--- src/design/c8ex_pkg.sv ---
// Package for the CHIP-8 execute unit: sizes, opcode and word constants,
// and the structs passed between the execute logic, the V register file and the top level.
// No dependencies.
`default_nettype none

package c8ex_pkg;

	// Return stack geometry
	localparam int STACK_DEPTH = 16;
	localparam int STK_AW = (STACK_DEPTH > 1) ? $clog2(STACK_DEPTH) : 1;
	localparam int LVL_W = $clog2(STACK_DEPTH + 1);

	// Reset program counter
	localparam logic [11:0] PC_RESET = 12'h200;

	// Stream widths
	localparam int IN_TDATA_W = 24;
	localparam int RES_W = 44;
	localparam int OUT_TDATA_W = 48;

	// Major opcodes (top nibble)
	localparam logic [3:0] OP_SYS  = 4'h0;
	localparam logic [3:0] OP_JP   = 4'h1;
	localparam logic [3:0] OP_CALL = 4'h2;
	localparam logic [3:0] OP_SEB  = 4'h3;
	localparam logic [3:0] OP_SNEB = 4'h4;
	localparam logic [3:0] OP_SER  = 4'h5;
	localparam logic [3:0] OP_LDB  = 4'h6;
	localparam logic [3:0] OP_ADDB = 4'h7;
	localparam logic [3:0] OP_ALU  = 4'h8;
	localparam logic [3:0] OP_SNER = 4'h9;
	localparam logic [3:0] OP_LDI  = 4'hA;
	localparam logic [3:0] OP_JPV0 = 4'hB;
	localparam logic [3:0] OP_KEY  = 4'hE;
	localparam logic [3:0] OP_MISC = 4'hF;

	// 8XYN function codes
	localparam logic [3:0] FN_MOV  = 4'h0;
	localparam logic [3:0] FN_OR   = 4'h1;
	localparam logic [3:0] FN_AND  = 4'h2;
	localparam logic [3:0] FN_XOR  = 4'h3;
	localparam logic [3:0] FN_ADD  = 4'h4;
	localparam logic [3:0] FN_SUB  = 4'h5;
	localparam logic [3:0] FN_SHR  = 4'h6;
	localparam logic [3:0] FN_SUBN = 4'h7;
	localparam logic [3:0] FN_SHL  = 4'hE;

	// Full words and low-byte sub-codes
	localparam logic [15:0] W_CLS   = 16'h00E0;
	localparam logic [15:0] W_RET   = 16'h00EE;
	localparam logic [7:0]  NN_SKP  = 8'h9E;
	localparam logic [7:0]  NN_SKNP = 8'hA1;
	localparam logic [7:0]  NN_ADDI = 8'h1E;

	// Flag register number
	localparam logic [3:0] REG_VF = 4'hF;

	// Result item, next_pc in the lowest bits
	typedef struct packed {
		logic        unsupported;
		logic        stack_fault;
		logic        clear_request;
		logic [15:0] index_value;
		logic [7:0]  write_value;
		logic [3:0]  write_reg;
		logic        write_valid;
		logic [11:0] next_pc;
	} res_t;

	// V register file write request
	typedef struct packed {
		logic       x_we;
		logic [3:0] x_wa;
		logic [7:0] x_wd;
		logic       f_we;
		logic [7:0] f_wd;
	} vreg_wr_t;

	// State update from one executed instruction
	typedef struct packed {
		logic [11:0] pc;
		logic [15:0] idx;
		logic        push;
		logic        pop;
		vreg_wr_t    vwr;
	} upd_t;

endpackage

`default_nettype wire

--- src/design/c8ex_vregs.sv ---
// V register file: V0..VE in a small memory with reset-valid bits, VF in a flop.
// Two registered read ports with bypass of the write in the same cycle. Uses c8ex_pkg.
`default_nettype none

module c8ex_vregs (
	input  wire logic              clk,
	input  wire logic              arst_n,
	input  wire logic              rd_en,
	input  wire logic [3:0]        rd_xa,
	input  wire logic [3:0]        rd_ya,
	input  wire c8ex_pkg::vreg_wr_t wr,
	output logic [7:0]             rd_xd,
	output logic [7:0]             rd_yd
);
	import c8ex_pkg::*;

	logic [7:0]  mem [16];
	logic [15:0] vld_q;
	logic [7:0]  vf_q;
	logic [7:0]  x_now;
	logic [7:0]  y_now;
	logic [7:0]  rd_xd_q;
	logic [7:0]  rd_yd_q;

	// Look up one address, bypassing a write that lands this cycle
	function automatic logic [7:0] rd_byp(input logic [3:0] a, input vreg_wr_t w,
		input logic [7:0] mdat, input logic mvld, input logic [7:0] vf);
		logic [7:0] v;
		if (a == REG_VF) begin
			v = w.f_we ? w.f_wd : vf;
		end else if (w.x_we && (w.x_wa == a)) begin
			v = w.x_wd;
		end else begin
			v = mvld ? mdat : 8'h00;
		end
		return v;
	endfunction

	always_comb begin
		x_now = rd_byp(rd_xa, wr, mem[rd_xa], vld_q[rd_xa], vf_q);
		y_now = rd_byp(rd_ya, wr, mem[rd_ya], vld_q[rd_ya], vf_q);
	end

	// Write the memory entry
	always_ff @(posedge clk) begin
		if (wr.x_we) begin
			mem[wr.x_wa] <= wr.x_wd;
		end
	end

	// Track written entries and the flag register
	always_ff @(posedge clk or negedge arst_n) begin
		if (!arst_n) begin
			vld_q <= '0;
			vf_q  <= '0;
		end else begin
			if (wr.x_we) begin
				vld_q[wr.x_wa] <= 1'b1;
			end
			if (wr.f_we) begin
				vf_q <= wr.f_wd;
			end
		end
	end

	// Register the read data
	always_ff @(posedge clk) begin
		if (rd_en) begin
			rd_xd_q <= x_now;
			rd_yd_q <= y_now;
		end
	end

	assign rd_xd = rd_xd_q;
	assign rd_yd = rd_yd_q;

endmodule

`default_nettype wire

--- src/design/c8ex_exec.sv ---
// Execute logic: decodes one instruction and computes the result item and state update.
// Purely combinational. Uses c8ex_pkg.
`default_nettype none

module c8ex_exec (
	input  wire logic [15:0]               instr,
	input  wire logic                      key_pressed,
	input  wire logic [3:0]                key_code,
	input  wire logic [7:0]                vx,
	input  wire logic [7:0]                vy,
	input  wire logic [11:0]               pc,
	input  wire logic [15:0]               idx,
	input  wire logic [c8ex_pkg::LVL_W-1:0] level,
	input  wire logic [11:0]               stack_top,
	output c8ex_pkg::res_t                 res,
	output c8ex_pkg::upd_t                 upd
);
	import c8ex_pkg::*;

	logic [3:0]  op;
	logic [3:0]  x;
	logic [3:0]  n;
	logic [7:0]  nn;
	logic [11:0] nnn;
	logic [11:0] pc_inc;
	logic [11:0] pc_skip;
	logic [8:0]  sum9;
	logic        wr_en;
	logic        has_f;
	logic [7:0]  r;
	logic [7:0]  f;

	assign op      = instr[15:12];
	assign x       = instr[11:8];
	assign n       = instr[3:0];
	assign nn      = instr[7:0];
	assign nnn     = instr[11:0];
	assign pc_inc  = pc + 12'd2;
	assign pc_skip = pc + 12'd4;
	assign sum9    = {1'b0, vx} + {1'b0, vy};

	// Decode and execute
	always_comb begin
		res   = '0;
		upd   = '0;
		upd.pc  = pc_inc;
		upd.idx = idx;
		wr_en = 1'b0;
		has_f = 1'b0;
		r     = 8'h00;
		f     = 8'h00;

		unique case (op)
			OP_SYS: begin
				if (instr == W_CLS) begin
					res.clear_request = 1'b1;
				end else if (instr == W_RET) begin
					if (level == '0) begin
						res.stack_fault = 1'b1;
					end else begin
						upd.pop = 1'b1;
						upd.pc  = stack_top;
					end
				end else begin
					res.unsupported = 1'b1;
				end
			end
			OP_JP: upd.pc = nnn;
			OP_CALL: begin
				if (level >= LVL_W'(STACK_DEPTH)) begin
					res.stack_fault = 1'b1;
				end else begin
					upd.push = 1'b1;
					upd.pc   = nnn;
				end
			end
			OP_SEB: begin
				if (vx == nn) upd.pc = pc_skip;
			end
			OP_SNEB: begin
				if (vx != nn) upd.pc = pc_skip;
			end
			OP_SER, OP_SNER: begin
				if (n != 4'h0) begin
					res.unsupported = 1'b1;
				end else if ((op == OP_SER) == (vx == vy)) begin
					upd.pc = pc_skip;
				end
			end
			OP_LDB: begin
				wr_en = 1'b1;
				r     = nn;
			end
			OP_ADDB: begin
				wr_en = 1'b1;
				r     = vx + nn;
			end
			OP_ALU: begin
				wr_en = 1'b1;
				unique case (n)
					FN_MOV: r = vy;
					FN_OR:  r = vx | vy;
					FN_AND: r = vx & vy;
					FN_XOR: r = vx ^ vy;
					FN_ADD: begin
						r     = sum9[7:0];
						f     = {7'd0, sum9[8]};
						has_f = 1'b1;
					end
					FN_SUB: begin
						r     = vx - vy;
						f     = {7'd0, (vx >= vy)};
						has_f = 1'b1;
					end
					FN_SHR: begin
						r     = {1'b0, vx[7:1]};
						f     = {7'd0, vx[0]};
						has_f = 1'b1;
					end
					FN_SUBN: begin
						r     = vy - vx;
						f     = {7'd0, (vy >= vx)};
						has_f = 1'b1;
					end
					FN_SHL: begin
						r     = {vx[6:0], 1'b0};
						f     = {7'd0, vx[7]};
						has_f = 1'b1;
					end
					default: begin
						wr_en           = 1'b0;
						res.unsupported = 1'b1;
					end
				endcase
			end
			OP_LDI: upd.idx = {4'd0, nnn};
			OP_JPV0: upd.pc = {4'd0, vy} + nnn;
			OP_KEY: begin
				if (nn == NN_SKP) begin
					if (key_pressed && (key_code == vx[3:0]) && (vx[7:4] == 4'd0)) begin
						upd.pc = pc_skip;
					end
				end else if (nn == NN_SKNP) begin
					if (!key_pressed || (key_code != vx[3:0]) || (vx[7:4] != 4'd0)) begin
						upd.pc = pc_skip;
					end
				end else begin
					res.unsupported = 1'b1;
				end
			end
			OP_MISC: begin
				if (nn == NN_ADDI) begin
					upd.idx = idx + {8'd0, vx};
				end else begin
					res.unsupported = 1'b1;
				end
			end
			default: res.unsupported = 1'b1;
		endcase

		// Route the register write; the flag wins when the destination is VF
		if (wr_en) begin
			res.write_valid = 1'b1;
			res.write_reg   = x;
			if (x == REG_VF) begin
				upd.vwr.f_we    = 1'b1;
				upd.vwr.f_wd    = has_f ? f : r;
				res.write_value = has_f ? f : r;
			end else begin
				upd.vwr.x_we    = 1'b1;
				upd.vwr.x_wa    = x;
				upd.vwr.x_wd    = r;
				upd.vwr.f_we    = has_f;
				upd.vwr.f_wd    = f;
				res.write_value = r;
			end
		end

		res.next_pc     = upd.pc;
		res.index_value = upd.idx;
	end

endmodule

`default_nettype wire

--- src/design/chip8_alu_branch_core.sv ---
// Top level of the CHIP-8 execute unit: stream ports, stage-1 register, program counter,
// index register, return stack and result register. Uses c8ex_pkg, c8ex_vregs, c8ex_exec.
//
//  channel | dir | tdata fields, lowest bit first                          | tuser
//  s_*     | in  | instr_word[15:0] key_pressed[16] key_code[20:17]         | -
//  m_*     | out | next_pc[11:0] write_valid[12] write_reg[16:13]           | -
//          |     | write_value[24:17] index_value[40:25] clear_request[41]  |
//          |     | stack_fault[42] unsupported[43]                          |
//
// One instruction per cycle sustained while the result output is not stalled. The first step
// reads the V register file into the stage-1 register; the second step executes and commits
// state while loading the result register.
// Reset: pc = 0x200, V registers, index and stack level zero.
// A stalled result holds the stage-1 item; a new item is still taken when stage 1 empties.
`default_nettype none

module chip8_alu_branch_core (
	input  wire logic                             clk,
	input  wire logic                             arst_n,
	input  wire logic                             s_tvalid,
	output logic                                  s_tready,
	input  wire logic [c8ex_pkg::IN_TDATA_W-1:0]  s_tdata,   // instr_word, key_pressed, key_code
	output logic                                  m_tvalid,
	input  wire logic                             m_tready,
	// m_tdata: next_pc, write_valid, write_reg, write_value, index_value,
	// clear_request, stack_fault, unsupported
	output logic [c8ex_pkg::OUT_TDATA_W-1:0]      m_tdata
);
	import c8ex_pkg::*;

	logic              in_xfer;
	logic              adv;
	logic              valid_s1;
	logic [15:0]       instr_s1;
	logic              keyp_s1;
	logic [3:0]        keyc_s1;
	logic [7:0]        vx_s1;
	logic [7:0]        vy_s1;
	logic [3:0]        rd_ya;
	logic [11:0]       pc_q;
	logic [15:0]       idx_q;
	logic [LVL_W-1:0]  lvl_q;
	logic [LVL_W-1:0]  lvl_m1;
	logic [11:0]       stk_q [STACK_DEPTH];
	logic [11:0]       stack_top;
	res_t              res;
	upd_t              upd;
	vreg_wr_t          vwr;
	res_t              out_q;
	logic              out_vld_q;

	// Handshake: stage 1 moves on when the result register is free or being drained
	assign adv      = valid_s1 && (!out_vld_q || m_tready);
	assign s_tready = !valid_s1 || adv;
	assign in_xfer  = s_tvalid && s_tready;

	// Jump via V0 reads V0 on the second port
	assign rd_ya = (s_tdata[15:12] == OP_JPV0) ? 4'h0 : s_tdata[7:4];

	// Commit register writes only when the instruction retires
	always_comb begin
		vwr      = upd.vwr;
		vwr.x_we = upd.vwr.x_we && adv;
		vwr.f_we = upd.vwr.f_we && adv;
	end

	c8ex_vregs u_vregs (
		.clk    (clk),
		.arst_n (arst_n),
		.rd_en  (in_xfer),
		.rd_xa  (s_tdata[11:8]),
		.rd_ya  (rd_ya),
		.wr     (vwr),
		.rd_xd  (vx_s1),
		.rd_yd  (vy_s1)
	);

	// Stage-1 item register
	always_ff @(posedge clk or negedge arst_n) begin
		if (!arst_n) begin
			valid_s1 <= 1'b0;
		end else if (in_xfer) begin
			valid_s1 <= 1'b1;
		end else if (adv) begin
			valid_s1 <= 1'b0;
		end
	end

	always_ff @(posedge clk) begin
		if (in_xfer) begin
			instr_s1 <= s_tdata[15:0];
			keyp_s1  <= s_tdata[16];
			keyc_s1  <= s_tdata[20:17];
		end
	end

	// Top of the return stack
	assign lvl_m1    = lvl_q - 1'b1;
	assign stack_top = stk_q[lvl_m1[STK_AW-1:0]];

	c8ex_exec u_exec (
		.instr       (instr_s1),
		.key_pressed (keyp_s1),
		.key_code    (keyc_s1),
		.vx          (vx_s1),
		.vy          (vy_s1),
		.pc          (pc_q),
		.idx         (idx_q),
		.level       (lvl_q),
		.stack_top   (stack_top),
		.res         (res),
		.upd         (upd)
	);

	// Architectural state and result valid
	always_ff @(posedge clk or negedge arst_n) begin
		if (!arst_n) begin
			pc_q      <= PC_RESET;
			idx_q     <= '0;
			lvl_q     <= '0;
			out_vld_q <= 1'b0;
		end else begin
			if (adv) begin
				pc_q  <= upd.pc;
				idx_q <= upd.idx;
				if (upd.push) begin
					lvl_q <= lvl_q + 1'b1;
				end else if (upd.pop) begin
					lvl_q <= lvl_m1;
				end
				out_vld_q <= 1'b1;
			end else if (m_tready) begin
				out_vld_q <= 1'b0;
			end
		end
	end

	// Push the return address
	always_ff @(posedge clk) begin
		if (adv && upd.push) begin
			stk_q[lvl_q[STK_AW-1:0]] <= pc_q + 12'd2;
		end
	end

	// Result register
	always_ff @(posedge clk) begin
		if (adv) begin
			out_q <= res;
		end
	end

	assign m_tvalid = out_vld_q;
	assign m_tdata  = {{(OUT_TDATA_W - RES_W){1'b0}}, out_q};

endmodule

`default_nettype wire
--- config.mk ---
export PLATFORM = sky130hd
export DESIGN_NAME = chip8_alu_branch_core
export DESIGN_NICKNAME = d
export VERILOG_FILES = /design/src/design/c8ex_pkg.sv /design/src/design/c8ex_vregs.sv /design/src/design/c8ex_exec.sv /design/src/design/chip8_alu_branch_core.sv
export SDC_FILE = /design/constraint.sdc
export NUM_CORES = 1
export LEC_CHECK = 0
export BUFFER_PORTS_ARGS = -buffer_cell sky130_fd_sc_hd__buf_4
export CORE_ASPECT_RATIO = 0.8
export CORE_MARGIN = 2
export CORE_UTILIZATION = 60
export DETAILED_ROUTE_END_ITERATION = 8
export PLACE_DENSITY = 0.76
export SLEW_MARGIN = 40
export SYNTH_ARGS = -nofsm -noshare
export SYNTH_HDL_FRONTEND = slang
export SYNTH_HIERARCHICAL = 1
export SYNTH_SLANG_ARGS = --single-unit
--- constraint.sdc ---
create_clock -name clk -period 4.2 [get_ports clk]
set_input_delay 0.84 -clock clk [delete_from_list [all_inputs] [get_ports clk]]
set_output_delay 0.84 -clock clk [all_outputs]
set_load 0.02 [all_outputs]
==> impl_metrics.py, run 1 <==
metrics = {
    "status": {
        "outcome": "finished, final reports clean",
    },
    "finish": {
        "final_core_util_pct": 67.9,
        "drive_above_1_share_pct": 22.1,
        "area_growth_syn_to_layout_pct": 11.5,
        "n_diodes": 0,
        "design.final.nets": 1994,
    },
    "detailed_routing": {
        "met3RoutedLength_um": 6430,
        "tritonroute_pass_1_iters": 6,
        "routedLengthMet1_um": 25400,
        "highest_metal_layer_used_by_the_detailed_router": "met4",
        "dr_total_vias": 16700,
        "routed-wl-met2_um": 29500,
        "routed_wirelength_um": 63600,
        "via_density": 6.76,
        "route.antenna.remaining_nets": 0,
        "detailedRoute.firstIterationViolations": 2059,
        "drc": 0,
        "wl_per_cell_um": 25.8,
    },
    "global_routing": {
        "overall_global_routing_resource_usage_pct": 30.7,
        "grt_pass1_vias": 16300,
        "global_route_wire_length_before_repair_um": 97800,
        "antenna_found_initial": 0,
        "globalRoute.totalOverflow": 0,
        "maximum_number_of_pins_on_one_net_before_global_route_repair": 76,
    },
    "placed_design": {
        "port-buffer-count": 70,
        "gp_routability_congestion": 0.965,
        "dp.final_hpwl_um": 42600,
    },
    "setup_path": {
        "cp_top_family": "compound AO/OA/AOI/OAI gates",
        "cp_num_buf_inv": 1,
        "crit_path_max_fanout": 10,
        "timing_worst_setup_path_type": "reg2reg",
        "setup.worst_path.end_class": "flip-flop",
        "crit_path_frequent_cell": "sky130_fd_sc_hd__nor2_1",
        "cp_cell_sequence": "inv_1 > ha_1 > a21oi_1 > o211ai_1 > o41ai_1 > nor2_1 > a211o_1 > a221oi_1 > o22a_1 > nor2_1 > mux2_2 > nor2_1 > a31oi_1",
        "critPathSlowestCell": "sky130_fd_sc_hd__edfxtp_1",
        "worst-endpoint-arrival_ps": 4260,
        "start_kind": "flip-flop",
        "worstPathRequired_ps": 4480,
        "critical-path-max-stage-delay_ps": 690,
    },
    "synthesis": {
        "syn_area_per_cell_um2": 13.3,
        "synth_simple_gate_area_share_pct": 11.0,
        "netlist_top_cells_count": "sky130_fd_sc_hd__edfxtp_1, sky130_fd_sc_hd__nand2_1, sky130_fd_sc_hd__mux4_2, sky130_fd_sc_hd__nor2_1, sky130_fd_sc_hd__a21oi_1",
        "synth_top_cell_by_area": "sky130_fd_sc_hd__edfxtp_1",
        "ys_ff_latch": 460,
        "post_synth_main_area_contributors": "sky130_fd_sc_hd__edfxtp_1, sky130_fd_sc_hd__mux4_2, sky130_fd_sc_hd__dfrtp_1",
        "main_combinational_cell_family_by_area_after_synthesis": "multiplexers",
        "post_synth_num_cell_types": 90,
        "synth.mux.area_fraction_pct": 13.3,
        "postSynthCellCount": 1806,
        "yosys.cell_count.top_type": "sky130_fd_sc_hd__edfxtp_1",
        "synth.yosys.seq_area_share_pct": 56.2,
        "synthDominantCellAreaShare_pct": 50.0,
        "area_fraction_in_compound_gates_after_synthesis_pct": 9.49,
        "post_synth_xor_area_fraction_pct": 2.36,
        "syn_area_mm2": 0.0241,
        "yosys.area_share.adder_pct": 3.83,
        "ys_dominant_reg_cell": "sky130_fd_sc_hd__edfxtp_1",
        "number_of_synthesized_flops_with_an_enable_pin": 401,
        "async_flop_share_pct": 12.8,
        "ys.warnings.count": 6,
    },
    "sta": {
        "maxSlewHeadroom_pct": 42.7,
        "setup-violations-final": 0,
        "clock.fmax_ghz": 0.251,
        "clock-skew-final_ps": 30.4,
        "worstMarginPinSlew_ps": 856,
        "finalWorstPathRequiredPeriod_ps": 3980,
        "final_max_slew_viol_count": 0,
        "hold_viol": 0,
        "timing.final.crit_share_pct": 94.7,
        "grt_setup_unrepaired": "no",
        "finalSetupTns_ps": 0,
    },
    "floorplanning": {
        "rows": 65,
        "die_x_um": 228,
        "io_pins": 78,
        "die_area_mm2": 0.0417,
        "initial_utilization_pct": 60.9,
        "design.core.area_mm2": 0.0395,
        "die-height_um": 183,
    },
    "clock_network": {
        "cts_htree_levels": 2,
        "cts-buffers-inserted": 45,
        "cts_tree": "done",
        "cts_setup_buffers": 0,
        "worst_setup_hold_path_clk_slew_ps": 70,
        "post_cts_hold_buffer_count": 0,
        "clk_latency_ps": 580,
        "postCtsResizedCells": 0,
        "ctsLongestPathBuffers": 3,
        "clock-root-buffer": "sky130_fd_sc_hd__clkbuf_16",
        "cts.sink_count": 460,
    },
    "power": {
        "p_leak_nw": 9.74,
        "p_total_mw": 13.3,
        "cellPowerDensity_mw_per_mm2": 495,
        "vdd_drop_max_v": 0.000353,
    },
    "flow_run": {
        "drv_cap": 0,
    },
    "min_path": {
        "worstHoldPathType": "in2async",
    },
}
==> cell families (layout without fill, tap and decap cells) <==
logic type,count (synthesis),count (layout)
AND/OR/NAND/NOR,550,550
flip-flops,460,460
AO/OA/AOI/OAI,323,323
buffers and inverters,170,292
multiplexers,168,168
adder cells (fa/ha/maj),70,70
XOR/XNOR,64,64
other,1,4
==> routing by layer <==
| metal | vias to the layer above | track usage [%] |
|---|---|---|
| li1 | 7125 | - |
| met1 | 8325 | 43.6 |
| met5 | - | 0 |
| met2 | 1057 | 47.9 |
| met4 | 0 | 11.2 |
| met3 | 162 | 5.99 |
==> layout by cell type, fill, tap and decap left out, drive strengths merged, types with 13 or more instances in the layout <==
master    n
or2      20
and3     20
buf     166
a21oi    70
ha       64
o21bai   13
a31oi    27
nor2b    31
clkbuf   54
nor3     30
nand2b   14
edfxtp  401
nand3    49
o21ai    42
clkinv   19
mux2i    38
a22oi    42
dfrtp    58
inv      46
nand2   194
nor2    121
and2     15
xor2     25
a211oi   20
xnor2    39
mux4    121
==> worst register-to-register path, delay by kind of cell, from the launching register on <==
family / cells / cell delay, ps
AO/OA/AOI/OAI: 7 / 1870
flip-flops: 1 / 690
adder cells (fa/ha/maj): 1 / 410
multiplexers: 1 / 280
AND/OR/NAND/NOR: 3 / 240
buffers and inverters: 1 / 220
==> area by class of cell <==
cell class	count	area, µm²
sequential	460	13500
fill	2682	12700
multi-input combinational	1179	9720
timing repair buffer	166	1290
clock buffer	54	1180
tap	536	671
clock inverter	28	282
inverter	44	165
==> path summary, 6_finish.rpt <==
check / from / to / slack (ps) / cells after the start
worst max-delay path: u_vregs/rd_xd[1]$_DFFE_PP_ / u_vregs/rd_yd[7]$_DFFE_PP_ / 220 / 13
worst min-delay path: arst_n / idx_q[12]$_DFFE_PN0N_ / 250 / 1
worst max register to register: u_vregs/rd_xd[1]$_DFFE_PP_ / u_vregs/rd_yd[7]$_DFFE_PP_ / 220 / 13
worst min register to register: u_vregs/vld_q[12]$_DFFE_PN0P_ / u_vregs/vld_q[12]$_DFFE_PN0P_ / 500 / 1
max in group asynchronous: arst_n / lvl_q[0]$_DFFE_PN0P_ / 3410 / 1
min in group clk: s_tdata[2] / instr_s1[2]$_DFFE_PP_ / 460 / 1
==> where the power goes <==
part	total, mW	internal [mW]	leakage [nW]	switching (mW)
Combinational	3.60	1.46	4.67	2.14
Sequential	5.68	5.39	4.35	0.287
Clock	4.01	2.27	0.709	1.75
Total	13.3	9.12	9.74	4.18
==> metrics by stage <==
stage	cell area (µm²)	std cells	hold slack [ps]	setup slack, ps
after floorplan	24100	1809	452	660
after global placement	25300	2385	468	311
after detailed placement	25400	2385	474	312
after CTS	26800	2467	410	316
after global routing	26800	2467	289	33.8
final	26800	2467	249	221
==> state kept, by name, summed over array words and instances (netlist names) <==
| register | cells |
|---|---|
| stk_q | 192 |
| u_vregs/mem | 128 |
| m_tdata | 44 |
| idx_q | 16 |
| instr_s1 | 16 |
| u_vregs/vld_q | 16 |
| pc_q | 12 |
| u_vregs/rd_xd | 8 |
| u_vregs/rd_yd | 8 |
| u_vregs/vf_q | 8 |
| lvl_q | 5 |
| keyc_s1 | 4 |
| keyp_s1 | 1 |
| m_tvalid | 1 |
| valid_s1 | 1 |
No activity file was read; power rests on OpenSTA's default activity.
==> run 2, diff against run 1 <==
Settings changed: CELL_PAD_IN_SITES_DETAIL_PLACEMENT set to 1, CELL_PAD_IN_SITES_GLOBAL_PLACEMENT set to 1, CORE_UTILIZATION 60 to 25, PLACE_DENSITY 0.76 to 0.43.
Clock period 4.2 ns to 4.45 ns, I/O delays scaled along.
==> run 2 against run 1 <==
  * Cell count up 32%
  * Largest cell class unchanged
  * Worst hold slack better by 70 ps
  * Final area grew 4.8%
  * Non-clock buffer count grew 13
  * Highest routed layer is now met5
==> impl_metrics.py, run 2 (synthesis results as in run 1) <==
metrics = {
    "clock_network": {
        "cts_tree": "done",
        "post_cts_hold_buffer_count": 0,
        "clk_latency_ps": 630,
        "worst_setup_hold_path_clk_slew_ps": 60,
        "cts.sink_count": 460,
        "ctsLongestPathBuffers": 3,
        "cts_htree_levels": 2,
        "cts_setup_buffers": 0,
        "clock-root-buffer": "sky130_fd_sc_hd__clkbuf_16",
        "postCtsResizedCells": 0,
        "cts-buffers-inserted": 53,
    },
    "power": {
        "seqPwrFrac_pct": 40.3,
        "vdd_drop_max_v": 0.000360,
        "cellPowerDensity_mw_per_mm2": 473,
        "cell_internal_pwr_mw": 9.06,
        "combinationalPowerShare_pct": 26.5,
        "p_switching_mw": 4.25,
        "clkPwrFrac_pct": 33.3,
        "swShare_pct": 31.9,
        "p_leak_nw": 9.93,
    },
    "floorplanning": {
        "rows": 101,
        "die_x_um": 351,
        "initial_utilization_pct": 25.3,
        "die_area_mm2": 0.0988,
        "io_pins": 78,
        "die-height_um": 282,
        "design.core.area_mm2": 0.0952,
    },
    "sta": {
        "setup-violations-final": 0,
        "final_critical_path_setup_slack_ps": 618,
        "timing.final.crit_share_pct": 86.1,
        "finalWorstPathRequiredPeriod_ps": 3830,
        "final_max_slew_viol_count": 0,
        "worstMarginPinSlew_ps": 793,
        "clock.fmax_ghz": 0.261,
        "maxSlewHeadroom_pct": 46.7,
        "grt_setup_unrepaired": "no",
        "hold_viol": 0,
        "clock-skew-final_ps": 22.3,
        "finalSetupTns_ps": 0,
    },
    "detailed_routing": {
        "dr_total_vias": 15900,
        "via_density": 4.88,
        "tritonroute_pass_1_iters": 5,
        "drc": 0,
        "route.antenna.remaining_nets": 0,
        "routed_wirelength_um": 79100,
        "detailedRoute.firstIterationViolations": 955,
        "wl_per_cell_um": 24.3,
    },
    "global_routing": {
        "globalRoute.totalOverflow": 0,
        "global_route_wire_length_before_repair_um": 116000,
        "maximum_number_of_pins_on_one_net_before_global_route_repair": 56,
        "grt_pass1_vias": 16800,
        "antenna_found_initial": 4,
        "overall_global_routing_resource_usage_pct": 16.0,
    },
    "finish": {
        "number_of_flip_flops_in_the_largest_register": 192,
        "leading_cell_type_in_the_layout_fill_and_taps_excluded": "sky130_fd_sc_hd__edfxtp_1",
        "area_growth_syn_to_layout_pct": 16.9,
        "total_of_fill_cells_in_the_finished_design": 10200,
        "drive_above_1_share_pct": 22.6,
        "design.final.nets": 2015,
        "layout_common_cells": "sky130_fd_sc_hd__edfxtp_1, sky130_fd_sc_hd__nand2_1, sky130_fd_sc_hd__buf_4",
        "final_standard_cell_area_without_fillers_mm2": 0.0281,
    },
    "placed_design": {
        "gp_routability_congestion": 0.824,
        "pre_cts_ws_ps": 606,
        "postPlaceCellArea_mm2": 0.0264,
        "port-buffer-count": 70,
        "dp.final_hpwl_um": 55800,
    },
    "setup_path": {
        "start_kind": "flip-flop",
        "timing_worst_setup_path_type": "reg2reg",
        "worst-endpoint-arrival_ps": 4150,
        "rr_worst_depth": 10,
        "worstPathRequired_ps": 4770,
        "setup.worst_path.end_class": "flip-flop",
        "crit_path_max_fanout": 7,
    },
    "flow_run": {
        "drv_cap": 0,
    },
    "min_path": {
        "worstHoldPathType": "in2async",
    },
    "status": {
        "outcome": "finished, final reports clean",
    },
}
==> run 2: cell count changes in the layout (fill, tap and decap cells not counted), sizes merged <==
cell / previous run / this run
clkinvlp: 3 / 1
clkinv: 19 / 15
inv: 46 / 45
buf: 166 / 179
clkbuf: 54 / 79
diode: 0 / 1
==> run 2: routing by layer <==
| metal | vias up | GRT usage [%] | routed length (µm) |
|---|---|---|---|
| li1 | 7175 | - | - |
| met1 | 8302 | 23.0 | 38200 |
| met3 | 100 | 2.42 | 3290 |
| met4 | 4 | 4.04 | 1690 |
| met2 | 290 | 25.1 | 35900 |
| met5 | - | 0 | 23 |
==> run 2: critical path, cell delays in order, from the launching register on <==
cell                       delay [ps]
sky130_fd_sc_hd__edfxtp_1         570
sky130_fd_sc_hd__inv_1            200
sky130_fd_sc_hd__ha_1             370
sky130_fd_sc_hd__or4_4            600
sky130_fd_sc_hd__nor4_2           240
sky130_fd_sc_hd__o22ai_1          180
sky130_fd_sc_hd__a311oi_4         590
sky130_fd_sc_hd__and2b_2          330
sky130_fd_sc_hd__o22ai_1          110
sky130_fd_sc_hd__o21ai_1          160
sky130_fd_sc_hd__nand3_1          160
==> run 2: area by class of cell <==
class	count	area, µm²	area share, %
Antenna cell	1	2.50	0.00890
Clock buffer	79	1500	5.35
Clock inverter	21	250	0.890
Inverter	44	166	0.592
Multi-Input combinational cell	1179	9710	34.5
Sequential cell	460	13500	48.1
Tap cell	1287	1610	5.72
Timing Repair Buffer	179	1370	4.87
==> run 2: worst paths after layout <==
path	start	end	slack (ps)
max	u_vregs/rd_yd[1]$_DFFE_PP_	m_tdata[5]$_DFFE_PN_	620
min	arst_n	idx_q[14]$_DFFE_PN0N_	320
max reg2reg	u_vregs/rd_yd[1]$_DFFE_PP_	m_tdata[5]$_DFFE_PN_	620
min reg2reg	u_vregs/vld_q[2]$_DFFE_PN0P_	u_vregs/vld_q[2]$_DFFE_PN0P_	490
max in group asynchronous	arst_n	lvl_q[0]$_DFFE_PN0P_	3380
min in group clk	s_tdata[0]	instr_s1[0]$_DFFE_PP_	440
==> run 2: power groups by stage <==
stage | Combinational [mW] | Sequential (mW) | Clock [mW]
6_report | 3.52 | 5.36 | 4.43
5_1_grt | 3.84 | 5.39 | 4.74
2_1_floorplan | 2.39 | 5.40 | 0
3_3_place_gp | 3.56 | 5.44 | 0
4_1_cts | 3.61 | 5.36 | 4.59
3_5_place_dp | 3.59 | 5.45 | 0
==> run 2: metrics by stage <==
| step | std cells | total power, mW | utilization [%] | hold WS (ps) |
|---|---|---|---|---|
| global route | 3249 | 14.0 | 29.6 | 338 |
| floorplan | 1809 | 7.78 | - | 452 |
| detailed placement | 3149 | 9.04 | 27.7 | 476 |
| global placement | 3149 | 9.00 | 27.7 | 467 |
| finish | 3250 | 13.3 | 29.6 | 319 |
| CTS | 3249 | 13.6 | 29.6 | 315 |
==> run 3, diff against run 2 <==
Settings changed: BUFFER_PORTS_ARGS -buffer_cell sky130_fd_sc_hd__buf_4 to not set, DONT_BUFFER_PORTS set to 1, PLACE_DENSITY 0.43 to 0.42.
==> run 3 against run 2 <==
  * Cell count down 2.2%
  * Routed wire length down 1.1%
  * Highest routed layer unchanged
  * Worst hold slack worse by 200 ps
  * Global-route usage down 0.19 points
  * Combinational power down 5%
  * Register-to-register slack worse by 160 ps
  * Sequential share of layout area up 0.83 points
  * Final area down 1.7%
  * Power down 1.3%
  * First-iteration DRC count up 27%
  * Clock skew up 7.7 ps
  * Non-clock buffer count down 72
  * Largest cell class unchanged
==> impl_metrics.py, run 3 (synthesis results as in run 1) <==
metrics = {
    "global_routing": {
        "antenna_found_initial": 5,
        "globalRoute.totalOverflow": 0,
        "grt_pass1_vias": 16400,
        "global_route_wire_length_before_repair_um": 115000,
        "overall_global_routing_resource_usage_pct": 15.8,
        "maximum_number_of_pins_on_one_net_before_global_route_repair": 77,
    },
    "floorplanning": {
        "io_pins": 78,
        "die_x_um": 351,
        "rows": 101,
        "die-height_um": 282,
        "die_area_mm2": 0.0988,
        "initial_utilization_pct": 25.3,
        "design.core.area_mm2": 0.0952,
    },
    "sta": {
        "setup-violations-final": 0,
        "worstMarginPinSlew_ps": 852,
        "final_max_slew_viol_count": 0,
        "clock-skew-final_ps": 29.9,
        "finalSetupTns_ps": 0,
        "hold_viol": 0,
        "finalWorstPathRequiredPeriod_ps": 3990,
        "grt_setup_unrepaired": "no",
        "final_critical_path_setup_slack_ps": 459,
        "timing.final.crit_share_pct": 89.7,
        "clock.fmax_ghz": 0.251,
        "maxSlewHeadroom_pct": 43.2,
    },
    "detailed_routing": {
        "tritonroute_pass_1_iters": 5,
        "drc": 0,
        "via_density": 4.89,
        "dr_total_vias": 15500,
        "route.antenna.remaining_nets": 0,
        "routed_wirelength_um": 78200,
        "detailedRoute.firstIterationViolations": 1210,
        "wl_per_cell_um": 24.6,
    },
    "clock_network": {
        "ctsLongestPathBuffers": 3,
        "cts_tree": "done",
        "cts-buffers-inserted": 54,
        "clock-root-buffer": "sky130_fd_sc_hd__clkbuf_16",
        "worst_setup_hold_path_clk_slew_ps": 60,
        "cts_htree_levels": 2,
        "clk_latency_ps": 640,
        "cts.sink_count": 460,
        "cts_setup_buffers": 0,
        "postCtsResizedCells": 0,
    },
    "finish": {
        "layout_common_cells": "sky130_fd_sc_hd__edfxtp_1, sky130_fd_sc_hd__nand2_1, sky130_fd_sc_hd__mux4_2",
        "total_of_fill_cells_in_the_finished_design": 10200,
        "design.final.nets": 1944,
        "number_of_flip_flops_in_the_largest_register": 192,
        "multiInputGateArea_mm2": 0.00973,
        "leading_cell_type_in_the_layout_fill_and_taps_excluded": "sky130_fd_sc_hd__edfxtp_1",
        "drive_above_1_share_pct": 20.1,
        "final_core_util_pct": 29.1,
        "layout.area.seq_mm2": 0.0135,
        "area_growth_syn_to_layout_pct": 14.9,
    },
    "setup_path": {
        "worstPathRequired_ps": 4790,
        "start_kind": "flip-flop",
        "timing_worst_setup_path_type": "reg2reg",
        "setup.worst_path.end_class": "flip-flop",
        "worst-endpoint-arrival_ps": 4330,
        "crit_path_max_fanout": 8,
        "rr_worst_depth": 13,
    },
    "power": {
        "p_leak_nw": 9.61,
        "cellPowerDensity_mw_per_mm2": 475,
        "vdd_drop_max_v": 0.000330,
    },
    "placed_design": {
        "port-buffer-count": 0,
        "dp.final_hpwl_um": 54500,
        "pre_cts_ws_ps": 460,
        "gp_routability_congestion": 0.796,
    },
    "flow_run": {
        "drv_cap": 0,
    },
    "min_path": {
        "worstHoldPathType": "in2async",
    },
    "status": {
        "outcome": "finished, final reports clean",
    },
}
==> run 3: cell types whose count changed in the layout (fill, tap and decap cells not counted), moves of 2 or more <==
cell and delta:
sky130_fd_sc_hd__nor2_2 +2, sky130_fd_sc_hd__clkbuf_1 -7, sky130_fd_sc_hd__buf_4 -77, sky130_fd_sc_hd__nor2_1 -2, sky130_fd_sc_hd__bufinv_16 -3, sky130_fd_sc_hd__clkbuf_16 +2, sky130_fd_sc_hd__clkinv_2 +9, sky130_fd_sc_hd__clkinv_1 +2
sky130_fd_sc_hd__buf_12 +3
==> run 3: timing repair <==
item / in CTS / in global routing
setup endpoints to repair: 0 / 0
hold buffers: 1 / 0
hold endpoints to repair: 58 / 0
==> run 3: routing by layer <==
| metal | global-route usage (%) | share of wire [%] | up-vias |
|---|---|---|---|
| met4 | 3.15 | 1.5 | 6 |
| met1 | 22.5 | 48 | 8161 |
| met2 | 24.7 | 45 | 284 |
| met3 | 3.29 | 5.2 | 86 |
| met5 | 0 | 0.043 | - |
| li1 | - | - | 7009 |
==> run 3: worst max-delay path, cell delays in order (launching register included) <==
cell,delay (ps)
sky130_fd_sc_hd__edfxtp_1,620
sky130_fd_sc_hd__inv_1,230
sky130_fd_sc_hd__ha_1,410
sky130_fd_sc_hd__a21oi_1,270
sky130_fd_sc_hd__o211ai_1,230
sky130_fd_sc_hd__o41ai_1,420
sky130_fd_sc_hd__nor2_1,80
sky130_fd_sc_hd__a211o_1,270
sky130_fd_sc_hd__a221oi_1,380
sky130_fd_sc_hd__o22a_1,270
sky130_fd_sc_hd__nor2_1,70
sky130_fd_sc_hd__mux2_2,290
sky130_fd_sc_hd__nor2_1,90
sky130_fd_sc_hd__a31oi_1,60
==> run 3: cell type report <==
class,instances,area share (%)
clock inverters,28,0.814
repair buffers,107,3.19
multi-input cells,1179,35.2
inverters,44,0.602
diodes,1,0.00905
flip-flops and latches,460,48.9
well taps,1287,5.82
clock buffers,73,5.48
==> run 3: report_power, final <==
part           switching [mW]  leakage [nW]  internal (mW)  total (mW)
Clock                    1.87         0.857           2.45        4.33
Sequential              0.350          4.35           5.10        5.45
Combinational            2.02          4.40           1.33        3.35
==> run 3: worst paths after layout <==
kind	from	end	slack (ps)
setup reg to reg	u_vregs/rd_xd[1]$_DFFE_PP_	u_vregs/rd_xd[7]$_DFFE_PP_	460
max in group asynchronous	arst_n	lvl_q[0]$_DFFE_PN0P_	3950
min in group clk	s_tdata[4]	instr_s1[4]$_DFFE_PP_	360
hold / removal	arst_n	pc_q[9]$_DFFE_PN1N_	110
setup / recovery	u_vregs/rd_xd[1]$_DFFE_PP_	u_vregs/rd_xd[7]$_DFFE_PP_	460
hold reg to reg	u_vregs/vld_q[5]$_DFFE_PN0P_	u_vregs/vld_q[5]$_DFFE_PN0P_	490
==> run 3: metrics by stage <==
step                total power [mW]  hold slack, ps  std cells  instance area, µm²
floorplan                       7.78             452       1809               24100
global placement                8.87             469       3075               25800
detailed placement              8.92             477       3075               25900
CTS                             13.4            62.4       3177               27600
global route                    13.8            74.1       3178               27600
finish                          13.1             114       3179               27700
